### config.mk
export PLATFORM = sky130hd
export DESIGN_NAME = led_colour_mixer_table_core
export DESIGN_NICKNAME = d
export VERILOG_FILES = /design/src/design/lcmt_pkg.sv /design/src/design/lcmt_div.sv /design/src/design/lcmt_datapath.sv /design/src/design/lcmt_ctrl.sv /design/src/design/led_colour_mixer_table_core.sv
export SDC_FILE = /design/constraint.sdc
export NUM_CORES = 2
export LEC_CHECK = 0
export BUFFER_PORTS_ARGS = -buffer_cell sky130_fd_sc_hd__buf_2
export CAP_MARGIN = 40
export CORE_MARGIN = 2
export CORE_UTILIZATION = 50
export CTS_BUF_LIST = sky130_fd_sc_hd__clkbuf_16
export CTS_CLUSTER_SIZE = 12
export DETAILED_ROUTE_END_ITERATION = 12
export MAX_ROUTING_LAYER = met4
export PLACE_DENSITY = 0.7
export SKIP_CTS_REPAIR_TIMING = 1
export SLEW_MARGIN = 20
export SYNTH_ARGS = -nofsm -noshare
export SYNTH_HDL_FRONTEND = slang
export SYNTH_HIERARCHICAL = 1
export SYNTH_SLANG_ARGS = --single-unit
### constraint.sdc
create_clock -name clk -period 14.8 [get_ports clk]
set_clock_uncertainty 0.05 [all_clocks]
set_input_delay 3.7 -clock clk [delete_from_list [all_inputs] [get_ports clk]]
set_output_delay 3.7 -clock clk [all_outputs]
set_load 0.05 [all_outputs]
### src/design/lcmt_pkg.sv
// ----------------------------------------------------------------------------
// LED colour mixer table - shared definitions
// Table geometry, request codes, arithmetic constants and the command and
// status groups passed between the controller and the datapath.
// ----------------------------------------------------------------------------
package lcmt_pkg;

	localparam int MIXERS = 8;
	localparam int SLOTS  = 8;
	localparam int DEPTH  = MIXERS * SLOTS;
	localparam int AW     = (DEPTH > 1) ? $clog2(DEPTH) : 1;
	localparam int SIW    = (SLOTS > 1) ? $clog2(SLOTS) : 1;
	// Width of one channel sum over all slots of a mixer.
	localparam int SW     = $clog2(SLOTS * 255 + 1);
	// Width of a channel sum multiplied by full level.
	localparam int NW     = SW + 8;

	localparam logic [7:0] FULL_LEVEL   = 8'd255;
	localparam logic [6:0] PCT_FULL     = 7'd100;
	// floor(m / 100) == (m * 41944) >> 22 for every m up to 255 * 100.
	localparam logic [15:0] DIV100_MUL  = 16'd41944;
	localparam int          DIV100_SHIFT = 22;

	localparam logic [2:0] REQ_ADD = 3'd0;
	localparam logic [2:0] REQ_REM = 3'd1;
	localparam logic [2:0] REQ_DIM = 3'd2;
	localparam logic [2:0] REQ_GET = 3'd3;
	localparam logic [2:0] REQ_MIX = 3'd4;

	localparam logic KIND_LEVEL = 1'b0;
	localparam logic KIND_MIX   = 1'b1;

	typedef struct packed {
		logic           load;
		logic           issue;
		logic [SIW-1:0] idx;
		logic           div_start;
		logic           out_load;
	} lcmt_cmd_t;

	typedef struct packed {
		logic has_result;
		logic is_mix;
		logic need_div;
		logic div_busy;
		logic out_free;
	} lcmt_sts_t;

endpackage

### src/design/lcmt_div.sv
// ----------------------------------------------------------------------------
// LED colour mixer table - normalisation divider
// Three restoring division lanes sharing one divisor. Each quotient is known
// to be below 256, so eight steps, one per cycle, produce it.
// ----------------------------------------------------------------------------
module lcmt_div (
	input  logic                             clk,
	input  logic                             arst_n,
	input  logic                             start,
	input  logic [2:0][lcmt_pkg::NW-1:0]     num,
	input  logic [lcmt_pkg::SW-1:0]          den,
	output logic                             busy,
	output logic [2:0][7:0]                  quo
);
	import lcmt_pkg::*;

	logic [2:0][NW-1:0] rem_q;
	logic [2:0][7:0]    quo_q;
	logic [NW-1:0]      dsh_q;
	logic [2:0]         step_q;
	logic               busy_q;

	always_ff @(posedge clk or negedge arst_n) begin
		if (!arst_n) begin
			busy_q <= 1'b0;
			step_q <= 3'd0;
		end else if (start) begin
			busy_q <= 1'b1;
			step_q <= 3'd7;
		end else if (busy_q) begin
			step_q <= step_q - 3'd1;
			if (step_q == 3'd0) begin
				busy_q <= 1'b0;
			end
		end
	end

	// The shifted divisor walks from den * 128 down to den.
	always_ff @(posedge clk) begin
		if (start) begin
			rem_q <= num;
			quo_q <= '0;
			dsh_q <= NW'(den) << 7;
		end else if (busy_q) begin
			for (int c = 0; c < 3; c++) begin
				if (rem_q[c] >= dsh_q) begin
					rem_q[c] <= rem_q[c] - dsh_q;
					quo_q[c] <= {quo_q[c][6:0], 1'b1};
				end else begin
					quo_q[c] <= {quo_q[c][6:0], 1'b0};
				end
			end
			dsh_q <= dsh_q >> 1;
		end
	end

	assign busy = busy_q;
	assign quo  = quo_q;

endmodule

### src/design/lcmt_datapath.sv
// ----------------------------------------------------------------------------
// LED colour mixer table - datapath
// Slot memory with per-entry valid bits, the slot scan pipeline for add,
// remove, dim, brightness lookup and mix, and the result register.
// ----------------------------------------------------------------------------
module lcmt_datapath (
	input  logic                clk,
	input  logic                arst_n,
	input  lcmt_pkg::lcmt_cmd_t cmd,
	output lcmt_pkg::lcmt_sts_t sts,
	input  logic [2:0]          req_type,
	input  logic [7:0]          mixer,
	input  logic [23:0]         colour,
	input  logic [7:0]          level,
	input  logic signed [7:0]   dim_percent,
	input  logic [7:0]          floor_level,
	input  logic                m_tready,
	output logic                m_tvalid,
	output logic                answer_kind,
	output logic [7:0]          found_level,
	output logic [23:0]         mixed_rgb
);
	import lcmt_pkg::*;

	function automatic logic [7:0] div255(input logic [15:0] x);
		logic [16:0] t;
		t = 17'(x) + 17'd1 + 17'(x[15:8]);
		return t[15:8];
	endfunction

	// Request registers.
	logic [2:0]  req_q;
	logic [7:0]  mixer_q;
	logic [23:0] colour_q;
	logic [7:0]  level_q;
	logic [6:0]  pabs_q;
	logic        pneg_q;
	logic [7:0]  floor_q;
	logic        live_q;

	// Slot memory.
	logic [31:0]      mem [DEPTH];
	logic [DEPTH-1:0] vbit_q;
	logic [AW-1:0]    raddr;
	logic [AW-1:0]    waddr;
	logic [31:0]      wdata;
	logic             we;

	// Read stage.
	logic          v_s1;
	logic          vld_s1;
	logic [31:0]   rdata_s1;
	logic [AW-1:0] addr_s1;
	logic [31:0]   word_s1;

	// Dim stages.
	logic          dv_s2;
	logic [14:0]   m_s2;
	logic [7:0]    lvl_s2;
	logic [23:0]   rgb_s2;
	logic [AW-1:0] addr_s2;
	logic          dv_s3;
	logic [7:0]    q_s3;
	logic [7:0]    lvl_s3;
	logic [23:0]   rgb_s3;
	logic [AW-1:0] addr_s3;
	logic [30:0]   dprod;
	logic [8:0]    dsum;
	logic [7:0]    new_lvl;

	// Mix stage and sums.
	logic            mv_s2;
	logic [2:0][15:0] pr_s2;
	logic [2:0][SW-1:0] acc_q;
	logic [SW-1:0]   top;
	logic [2:0][NW-1:0] num;
	logic            div_busy;
	logic [2:0][7:0] quo;

	// Scan bookkeeping.
	logic       done_q;
	logic [7:0] found_q;
	logic       add_hit;
	logic       rem_hit;
	logic       get_hit;

	// Result register.
	logic        out_valid_q;
	logic        kind_q;
	logic [7:0]  found_out_q;
	logic [23:0] rgb_out_q;

	always_ff @(posedge clk) begin
		if (cmd.load) begin
			req_q    <= req_type;
			mixer_q  <= mixer;
			colour_q <= colour;
			level_q  <= level;
			floor_q  <= floor_level;
			live_q   <= ({1'b0, mixer} < 9'(MIXERS));
			if (dim_percent > 8'sd100) begin
				pabs_q <= PCT_FULL;
				pneg_q <= 1'b0;
			end else if (dim_percent < -8'sd100) begin
				pabs_q <= PCT_FULL;
				pneg_q <= 1'b1;
			end else if (dim_percent < 8'sd0) begin
				pabs_q <= 7'(8'(-dim_percent));
				pneg_q <= 1'b1;
			end else begin
				pabs_q <= 7'(dim_percent);
				pneg_q <= 1'b0;
			end
		end
	end

	assign raddr = AW'(32'(mixer_q) * SLOTS + 32'(cmd.idx));

	always_ff @(posedge clk) begin
		if (we) begin
			mem[waddr] <= wdata;
		end
		rdata_s1 <= mem[raddr];
	end

	// An entry never written since reset reads as a free slot.
	always_ff @(posedge clk or negedge arst_n) begin
		if (!arst_n) begin
			vbit_q <= '0;
		end else if (we) begin
			vbit_q[waddr] <= 1'b1;
		end
	end

	always_ff @(posedge clk) begin
		vld_s1  <= vbit_q[raddr];
		addr_s1 <= raddr;
	end

	assign word_s1 = vld_s1 ? rdata_s1 : 32'd0;

	assign add_hit = v_s1 && (req_q == REQ_ADD) && !done_q && (word_s1 == 32'd0);
	assign rem_hit = v_s1 && (req_q == REQ_REM) && !done_q && (word_s1[23:0] == colour_q);
	assign get_hit = v_s1 && (req_q == REQ_GET) && !done_q && (word_s1[23:0] == colour_q);

	always_ff @(posedge clk or negedge arst_n) begin
		if (!arst_n) begin
			v_s1   <= 1'b0;
			dv_s2  <= 1'b0;
			dv_s3  <= 1'b0;
			mv_s2  <= 1'b0;
			done_q <= 1'b0;
		end else begin
			v_s1  <= cmd.issue && live_q;
			dv_s2 <= v_s1 && (req_q == REQ_DIM) && (word_s1[23:0] != 24'd0);
			dv_s3 <= dv_s2;
			mv_s2 <= v_s1 && (req_q == REQ_MIX);
			if (cmd.load) begin
				done_q <= 1'b0;
			end else if (add_hit || rem_hit || get_hit) begin
				done_q <= 1'b1;
			end
		end
	end

	always_ff @(posedge clk) begin
		if (cmd.load) begin
			found_q <= 8'd0;
		end else if (get_hit) begin
			found_q <= word_s1[31:24];
		end
	end

	// Dim: level times percent, then divide by 100 through a reciprocal.
	always_ff @(posedge clk) begin
		m_s2    <= 15'(word_s1[31:24]) * 15'(pabs_q);
		lvl_s2  <= word_s1[31:24];
		rgb_s2  <= word_s1[23:0];
		addr_s2 <= addr_s1;
		q_s3    <= dprod[DIV100_SHIFT +: 8];
		lvl_s3  <= lvl_s2;
		rgb_s3  <= rgb_s2;
		addr_s3 <= addr_s2;
	end

	assign dprod = 31'(m_s2) * 31'(DIV100_MUL);

	always_comb begin
		if (pneg_q) begin
			dsum = {1'b0, lvl_s3} + {1'b0, q_s3};
		end else begin
			dsum = {1'b0, lvl_s3} - {1'b0, q_s3};
		end
		if (dsum < {1'b0, floor_q}) begin
			new_lvl = floor_q;
		end else if (dsum > {1'b0, FULL_LEVEL}) begin
			new_lvl = FULL_LEVEL;
		end else begin
			new_lvl = dsum[7:0];
		end
	end

	// Add and remove write at the read stage, dim two stages later; a request
	// only ever uses one of them.
	assign we    = add_hit || rem_hit || dv_s3;
	assign waddr = dv_s3 ? addr_s3 : addr_s1;
	always_comb begin
		if (dv_s3) begin
			wdata = {new_lvl, rgb_s3};
		end else if (add_hit) begin
			wdata = {level_q, colour_q};
		end else begin
			wdata = 32'd0;
		end
	end

	// Mix: per-channel products, then divide by 255 and accumulate.
	always_ff @(posedge clk) begin
		pr_s2[0] <= 16'(word_s1[23:16]) * 16'(word_s1[31:24]);
		pr_s2[1] <= 16'(word_s1[15:8]) * 16'(word_s1[31:24]);
		pr_s2[2] <= 16'(word_s1[7:0]) * 16'(word_s1[31:24]);
	end

	always_ff @(posedge clk) begin
		if (cmd.load) begin
			acc_q <= '0;
		end else if (mv_s2) begin
			for (int c = 0; c < 3; c++) begin
				acc_q[c] <= acc_q[c] + SW'(div255(pr_s2[c]));
			end
		end
	end

	always_comb begin
		top = acc_q[0];
		if (acc_q[1] > top) begin
			top = acc_q[1];
		end
		if (acc_q[2] > top) begin
			top = acc_q[2];
		end
		for (int c = 0; c < 3; c++) begin
			num[c] = (NW'(acc_q[c]) << 8) - NW'(acc_q[c]);
		end
	end

	lcmt_div u_div (
		.clk    (clk),
		.arst_n (arst_n),
		.start  (cmd.div_start),
		.num    (num),
		.den    (top),
		.busy   (div_busy),
		.quo    (quo)
	);

	always_ff @(posedge clk or negedge arst_n) begin
		if (!arst_n) begin
			out_valid_q <= 1'b0;
		end else if (cmd.out_load) begin
			out_valid_q <= 1'b1;
		end else if (m_tready) begin
			out_valid_q <= 1'b0;
		end
	end

	always_ff @(posedge clk) begin
		if (cmd.out_load) begin
			if (req_q == REQ_MIX) begin
				kind_q      <= KIND_MIX;
				found_out_q <= 8'd0;
				if (top > SW'(FULL_LEVEL)) begin
					rgb_out_q <= {quo[0], quo[1], quo[2]};
				end else begin
					rgb_out_q <= {acc_q[0][7:0], acc_q[1][7:0], acc_q[2][7:0]};
				end
			end else begin
				kind_q      <= KIND_LEVEL;
				found_out_q <= found_q;
				rgb_out_q   <= 24'd0;
			end
		end
	end

	always_comb begin
		sts.has_result = req_q inside {REQ_GET, REQ_MIX};
		sts.is_mix     = (req_q == REQ_MIX);
		sts.need_div   = (top > SW'(FULL_LEVEL));
		sts.div_busy   = div_busy;
		sts.out_free   = !out_valid_q || m_tready;
	end

	assign m_tvalid    = out_valid_q;
	assign answer_kind = kind_q;
	assign found_level = found_out_q;
	assign mixed_rgb   = rgb_out_q;

endmodule

### src/design/lcmt_ctrl.sv
// ----------------------------------------------------------------------------
// LED colour mixer table - controller
// Sequences one request: slot scan, pipeline drain, optional normalisation
// division and hand-off to the result register.
// ----------------------------------------------------------------------------
module lcmt_ctrl (
	input  logic                clk,
	input  logic                arst_n,
	input  logic                s_tvalid,
	output logic                s_tready,
	output lcmt_pkg::lcmt_cmd_t cmd,
	input  lcmt_pkg::lcmt_sts_t sts
);
	import lcmt_pkg::*;

	localparam logic [2:0] ST_IDLE   = 3'd0;
	localparam logic [2:0] ST_SCAN   = 3'd1;
	localparam logic [2:0] ST_DRAIN  = 3'd2;
	localparam logic [2:0] ST_FINISH = 3'd3;
	localparam logic [2:0] ST_DIVW   = 3'd4;
	localparam logic [2:0] ST_RESULT = 3'd5;

	// Final drain count, by which the last slot read's write or sum has landed.
	localparam logic [1:0] DRAIN_LAST = 2'd2;

	logic [2:0]     state_q;
	logic [2:0]     state_d;
	logic [SIW-1:0] cnt_q;
	logic [1:0]     dcnt_q;

	always_comb begin
		state_d       = state_q;
		cmd.load      = 1'b0;
		cmd.issue     = 1'b0;
		cmd.idx       = cnt_q;
		cmd.div_start = 1'b0;
		cmd.out_load  = 1'b0;
		case (state_q)
			ST_IDLE: begin
				if (s_tvalid) begin
					cmd.load = 1'b1;
					state_d  = ST_SCAN;
				end
			end
			ST_SCAN: begin
				cmd.issue = 1'b1;
				if (cnt_q == SIW'(SLOTS - 1)) begin
					state_d = ST_DRAIN;
				end
			end
			ST_DRAIN: begin
				if (dcnt_q == DRAIN_LAST) begin
					state_d = ST_FINISH;
				end
			end
			ST_FINISH: begin
				if (sts.is_mix && sts.need_div) begin
					cmd.div_start = 1'b1;
					state_d       = ST_DIVW;
				end else begin
					state_d = ST_RESULT;
				end
			end
			ST_DIVW: begin
				if (!sts.div_busy) begin
					state_d = ST_RESULT;
				end
			end
			ST_RESULT: begin
				if (!sts.has_result) begin
					state_d = ST_IDLE;
				end else if (sts.out_free) begin
					cmd.out_load = 1'b1;
					state_d      = ST_IDLE;
				end
			end
			default: begin
				state_d = ST_IDLE;
			end
		endcase
	end

	always_ff @(posedge clk or negedge arst_n) begin
		if (!arst_n) begin
			state_q <= ST_IDLE;
			cnt_q   <= '0;
			dcnt_q  <= 2'd0;
		end else begin
			state_q <= state_d;
			if (state_q == ST_SCAN) begin
				cnt_q <= cnt_q + SIW'(1);
			end else begin
				cnt_q <= '0;
			end
			if (state_q == ST_DRAIN) begin
				dcnt_q <= dcnt_q + 2'd1;
			end else begin
				dcnt_q <= 2'd0;
			end
		end
	end

	assign s_tready = (state_q == ST_IDLE);

endmodule

### src/design/led_colour_mixer_table_core.sv
// ----------------------------------------------------------------------------
// LED colour mixer table - top level
// Keeps a table of mixers with colour slots and serves add, remove, dim,
// brightness lookup and mixed colour requests over streaming channels.
// ----------------------------------------------------------------------------
// Requests arrive on the s_ group: the operation code in s_tuser, its
// operands in s_tdata. Brightness and mix requests return one result on the
// m_ group, with the answer kind in m_tuser; add, remove, dim and unknown
// codes return nothing.
// Each request runs from its transfer to its result as a scan, with one slot
// memory read per cycle while the scan walks the mixer's slots, then a drain
// of the dim and mix pipeline, then a close-out. A mix whose largest channel
// exceeds 255 also passes through the three-lane restoring divider, one
// quotient bit per cycle. s_tready is high only while no request is in
// flight, so a new request is taken only after the controller is done with
// the last one.
// Results sit in an output register; a new request is taken while an
// earlier result still waits, and the controller stalls in its result state
// only where a second result would have to overwrite it. Reset empties every
// slot at once through per-entry valid bits, so no clearing pass is needed.
module led_colour_mixer_table_core (
	input  logic        clk,
	input  logic        arst_n,
	input  logic        s_tvalid,
	output logic        s_tready,
	// mixer[7:0], colour[31:8], level[39:32], dim_percent[47:40],
	// floor_level[55:48]
	input  logic [55:0] s_tdata,
	// req_type[2:0]
	input  logic [2:0]  s_tuser,
	output logic        m_tvalid,
	input  logic        m_tready,
	// found_level[7:0], mixed_rgb[31:8]
	output logic [31:0] m_tdata,
	// answer_kind[0]
	output logic        m_tuser
);
	import lcmt_pkg::*;

	lcmt_cmd_t   cmd;
	lcmt_sts_t   sts;
	logic [7:0]  found_level;
	logic [23:0] mixed_rgb;

	lcmt_ctrl u_ctrl (
		.clk      (clk),
		.arst_n   (arst_n),
		.s_tvalid (s_tvalid),
		.s_tready (s_tready),
		.cmd      (cmd),
		.sts      (sts)
	);

	lcmt_datapath u_dp (
		.clk         (clk),
		.arst_n      (arst_n),
		.cmd         (cmd),
		.sts         (sts),
		.req_type    (s_tuser),
		.mixer       (s_tdata[7:0]),
		.colour      (s_tdata[31:8]),
		.level       (s_tdata[39:32]),
		.dim_percent (s_tdata[47:40]),
		.floor_level (s_tdata[55:48]),
		.m_tready    (m_tready),
		.m_tvalid    (m_tvalid),
		.answer_kind (m_tuser),
		.found_level (found_level),
		.mixed_rgb   (mixed_rgb)
	);

	assign m_tdata = {mixed_rgb, found_level};

endmodule

* Word-level counts from Yosys, hierarchy flattened
Memory sizes are Yosys's and may differ from the RTL's. A register that Yosys moved wholly into a read port is not among the register bits.
Index checks and enable logic that the tools add are counted.
** Cells by class
- Add/subtract/negate cells :: 22
- $mul :: 5
- $lt $le $gt $ge :: 15
- Equality and inequality tests :: 17
- Muxes and demuxes :: 57
- Bitwise logic cells :: 1
- Reduce and logical (&&, ||, !) cells :: 38
** Operator list (number)
- $mux W57 :: 2
- $mux W32 :: 3
- $or A64 B64 Y64 :: 1
- $ge A19 B18 Y1 :: 3
- $mux W19 :: 3
- $sub A19 B11 Y19 :: 3
- $sub A19 B18 Y19 :: 3
- $add A16 B1 Y16 const B :: 3
- $add A16 B8 Y16 :: 3
- $mul A8 B8 Y16 :: 3
- $mux W18 :: 2
- $add A11 B8 Y11 :: 3
- $logic_not A32 Y1 :: 1
- $mul A15 B13 Y27 const B :: 1
- $mux W3 :: 9
- $mux W1 :: 26
- $eq A24 B24 Y1 :: 1
- $mux W24 :: 1
- $reduce_bool A24 Y1 :: 1
- $gt A11 B11 Y1 :: 2
- $mux W11 :: 2
- $pmux W3 S6 :: 1
- $mux W8 :: 2
- $logic_and A1 B1 Y1 :: 15
- 37 further kinds :: 61
** Storage, ports and cells
- Register bits after elaboration :: 464
- Bits in writable memories :: 2048
- Input bits :: 63
- Output and inout port bits :: 35
- Word-level logic and storage cells :: 204
- Memories :: 1
** Memories
- u_dp.mem :: depth 64, bits a word 32, read ports 1, clocked after memory_dff 1, wr ports 1, RTL line lcmt_datapath.sv:42 : logic [31:0] mem [DEPTH];

* Depth between registers and ports, before layout
- Depth after elaboration :: 10
- Mapped depth :: 29

* Modules after synthesis
The synthesis kept the hierarchy.
** Modules (own cells, without submodules)
- lcmt_datapath :: times used 1, cells each 5847, area an instance 106037.9 um^2
- lcmt_div :: times used 1, cells each 773, area an instance 7148.1 um^2
- lcmt_ctrl :: times used 1, cells each 42, area an instance 434.2 um^2

* Worst setup path before layout
Ideal clock, no wire load.
- Kind :: reg2reg
- From :: register u_dp/acc_q[5] in the netlist's numbering
- To :: register u_dp/u_div/rem_q[19] in the netlist's numbering (enable)
- Setup time :: 421 ps
- Arrival :: 6480 ps
- Slack :: 7848 ps
- Cell stages (with the launch flop) :: 29
- Buffers on the path :: 8
- Cell sequence :: dfxtp_1 clkbuf_1 inv_1 ha_1 nand4_1 a21oi_1 o31ai_1 a21oi_1 clkbuf_1 nor2_1 a21oi_1 ha_1 a21o_1 a211oi_1 nor2_1 o31ai_1 a21oi_1 buf_2 mux2i_1 or3_1 buf_2 buf_1 nand3_1 nor3b_1 clkbuf_1 clkbuf_8 clkbuf_1 a21oi_1 o21ai_0
** RTL lines
- start, declared :: RTL line lcmt_datapath.sv:74 : logic [2:0][SW-1:0] acc_q;
- start signal, assigned by index :: RTL line lcmt_datapath.sv:229 : acc_q[c] <= acc_q[c] + SW'(div255(pr_s2[c]));
- end signal, assigned :: RTL line lcmt_div.sv:41 : rem_q <= num;
- end signal, assigned by index :: RTL line lcmt_div.sv:47 : rem_q[c] <= rem_q[c] - dsh_q;
- end, declared :: RTL line lcmt_div.sv:17 : logic [2:0][NW-1:0] rem_q;

==> reports/metrics.yaml <==
route:
  vias: 61637
  wire_per_inst_um: 27.5
  drc: 0
  wl_um: 276000
  vias_per_cell: 6.13
  drt.antenna.violating_nets: 0
  drt_iter0_drc: 7070
  drt_first_pass_iters: 6
logic_synthesis:
  synth_area_per_cell_um2: 17.1
  syn_nets: 7332
  synth.largest_area_cell: "edfxtp_1"
  yosysWarnings: 6
  async_flop_share_pct: 3.22
  synthFlopType: "edfxtp_1"
  yosysMostFrequentCell: "edfxtp_1"
  yosysTopAreaCellShare_pct: 58.2
  ys_ff_latch: 2544
  yosys-top-cells-count: "edfxtp_1, mux4_2, inv_1"
  ys_top_cells_by_area: "edfxtp_1, mux4_2, dfxtp_1"
  ys_seq_area_share_pct: 64.6
  synth.distinct_cells: 94
  synthCells: 6662
  synth_area_um2: 114000
  synth_edf_count: 2204
timing:
  setup_viol: 0
  finalMaxSlewViolations: 0
  fmax_mhz: 148
  tns_ns: 0
  slew_headroom_pct: 37.0
  fin_crit_ns: 6.75
  worstMarginPinSlew_ns: 0.944
  rsz0062_at_grt: "no"
  hold_slack_ns: 0.263
  hold_viol: 0
  period_share_pct: 45.6
die:
  die_h_um: 481
  num_io_pins: 98
  row_count: 174
  die_w_um: 481
  core_um2: 225000
  dieArea_um2: 231000
  start_util_pct: 50.4
global_routing:
  antenna_found_initial: 13
  grt_pass1_vias: 62230
  track_usage_pct: 24.6
  grt_max_degree: 151
  grt_overflow: 0
  grt_pass1_wl_um: 408000
critical_path:
  cp-start-kind: "flop"
  critPathBufInv: 6
  criticalPathCategory: "reg2reg"
  max_stage_delay_ns: 0.52
  cp_top_family: "compound AO/OA/AOI/OAI gates"
  cp_num_cells: 26
  cpMostUsedCell: "a21oi_1"
  r2r_end: "u_dp/u_div/rem_q[35]"
  cp_slowest_cell: "dfxtp_1"
  end_kind: "flop"
  cp.arrival_ns: 7.37
  crit_end: "u_dp/u_div/rem_q[35]"
  cp.required_ns: 15.42
  reg2reg_slack_ns: 8.05
  critPathMaxFanout: 150
  r2r_cells: 26
  r2r-start: "u_dp/acc_q[5]"
  crit_start: "u_dp/acc_q[5]"
power:
  leakagePower_nw: 47.2
  powerDensity_nw_per_um2: 163
  peakVddDrop_mv: 0.145
cts:
  cts_made_buffers: 282
  clk_pin_slew_worst_paths_ns: 0.06
  cts_max_level: 5
  clkLatencyLatePin_ns: 0.93
  clock-sinks: 2544
  clk_path_buf_depth: 4
  cts_tree: "done"
  cts_root_buffer: "clkbuf_16"
status:
  status: "complete, no violations"
finish:
  nets: 7557
  area_delta_synth_final_pct: 11.8
  fillers: 16740
  drive_above_1_share_pct: 20.2
place:
  gp_congestion: 0.877
  port_buffers: 97
  dp_hpwl_um: 165000
run:
  maxCapViolations: 0
hold_path:
  worstHoldPathType: "reg2reg"
==> routing by layer <==
layer	track usage, %	wire length, um
met5	-	0
met4	6.27	6700
met3	3.77	23900
met2	38.3	133000
met1	34.2	113000
==> area by class of cell <==
type / count / area (um2) / area share (%)
repair buffers: 255 / 2020 / 1.59
multi-input cells: 3393 / 38200 / 30.0
clock buffers: 296 / 7410 / 5.83
inverters: 411 / 1540 / 1.21
diodes: 3 / 7.51 / 0.00591
well taps: 2992 / 3740 / 2.95
flip-flops and latches: 2544 / 73400 / 57.8
clock inverters: 157 / 752 / 0.592
==> cells in the final DEF (no fill, tap or decap), types with 148 or more instances in the layout <==
cell type | Yosys | routed
a21oi_1 | 152 | 152
nand2_1 | 360 | 360
nor2_1 | 277 | 213
edfxtp_1 | 2204 | 2204
dfxtp_1 | 258 | 256
inv_1 | 409 | 509
mux4_2 | 686 | 686
ha_1 | 395 | 395
clkbuf_16 | 0 | 296
xnor2_1 | 148 | 148
fa_1 | 212 | 212
==> how the worst min path moves through the flow <==
stage	cells past startpoint	start	slack [ns]	end
floorplan	0	u_dp/addr_s2[0]	0.26	u_dp/addr_s3[0]
global placement	0	u_dp/rgb_s2[22]	0.26	u_dp/rgb_s3[22]
detailed placement	0	u_dp/addr_s2[4]	0.26	u_dp/addr_s3[4]
CTS	0	u_dp/addr_s2[0]	0.26	u_dp/addr_s3[0]
global route	0	u_dp/rgb_s2[13]	0.28	u_dp/rgb_s3[13]
finish	0	u_dp/addr_s2[0]	0.26	u_dp/addr_s3[0]
==> power by group <==
group	total [W]	internal [W]	switching [W]
Sequential	0.00847	0.00804	0.000434
Combinational	0.00594	0.00271	0.00323
Clock	0.00631	0.00363	0.00268
==> logic make-up after synthesis <==
kind of cell             Yosys count  share of synthesized area [%]
AO/OA/AOI/OAI                    625                           3.70
flip-flops                      2544                           64.6
buffers and inverters            725                           2.50
AND/OR/NAND/NOR                 1164                           4.99
XOR/XNOR                         209                           1.61
adder cells (fa/ha/maj)          607                           8.09
multiplexers                     788                           14.5
==> registers in the layout (all words and copies together) (netlist names), 18 cells and up <==
name / flops
u_dp/u_div/quo: 24
u_dp/mem: 2048
u_dp/pr_s2: 48
u_dp/colour_q: 24
u_dp/u_div/dsh_q: 18
u_dp/rgb_s3: 24
u_dp/vbit_q: 64
u_dp/rdata_s1: 32
u_dp/u_div/rem_q: 57
u_dp/acc_q: 33
u_dp/mixed_rgb: 24
u_dp/rgb_s2: 24
==> through the flow <==
stage	power, W	setup WS (ns)	instances	utilization [%]	cell area [um2]
finish	0.0207	8.05	10051	56.4	127000
global route	0.0216	7.40	10050	56.4	127000
CTS	0.0208	7.81	10044	56.3	127000
detailed placement	0.0145	7.84	9591	52.7	119000
global placement	0.0144	7.04	9578	52.6	118000
floorplan	0.0127	7.85	6662	-	114000
No activity file was read; power rests on OpenSTA's default activity.
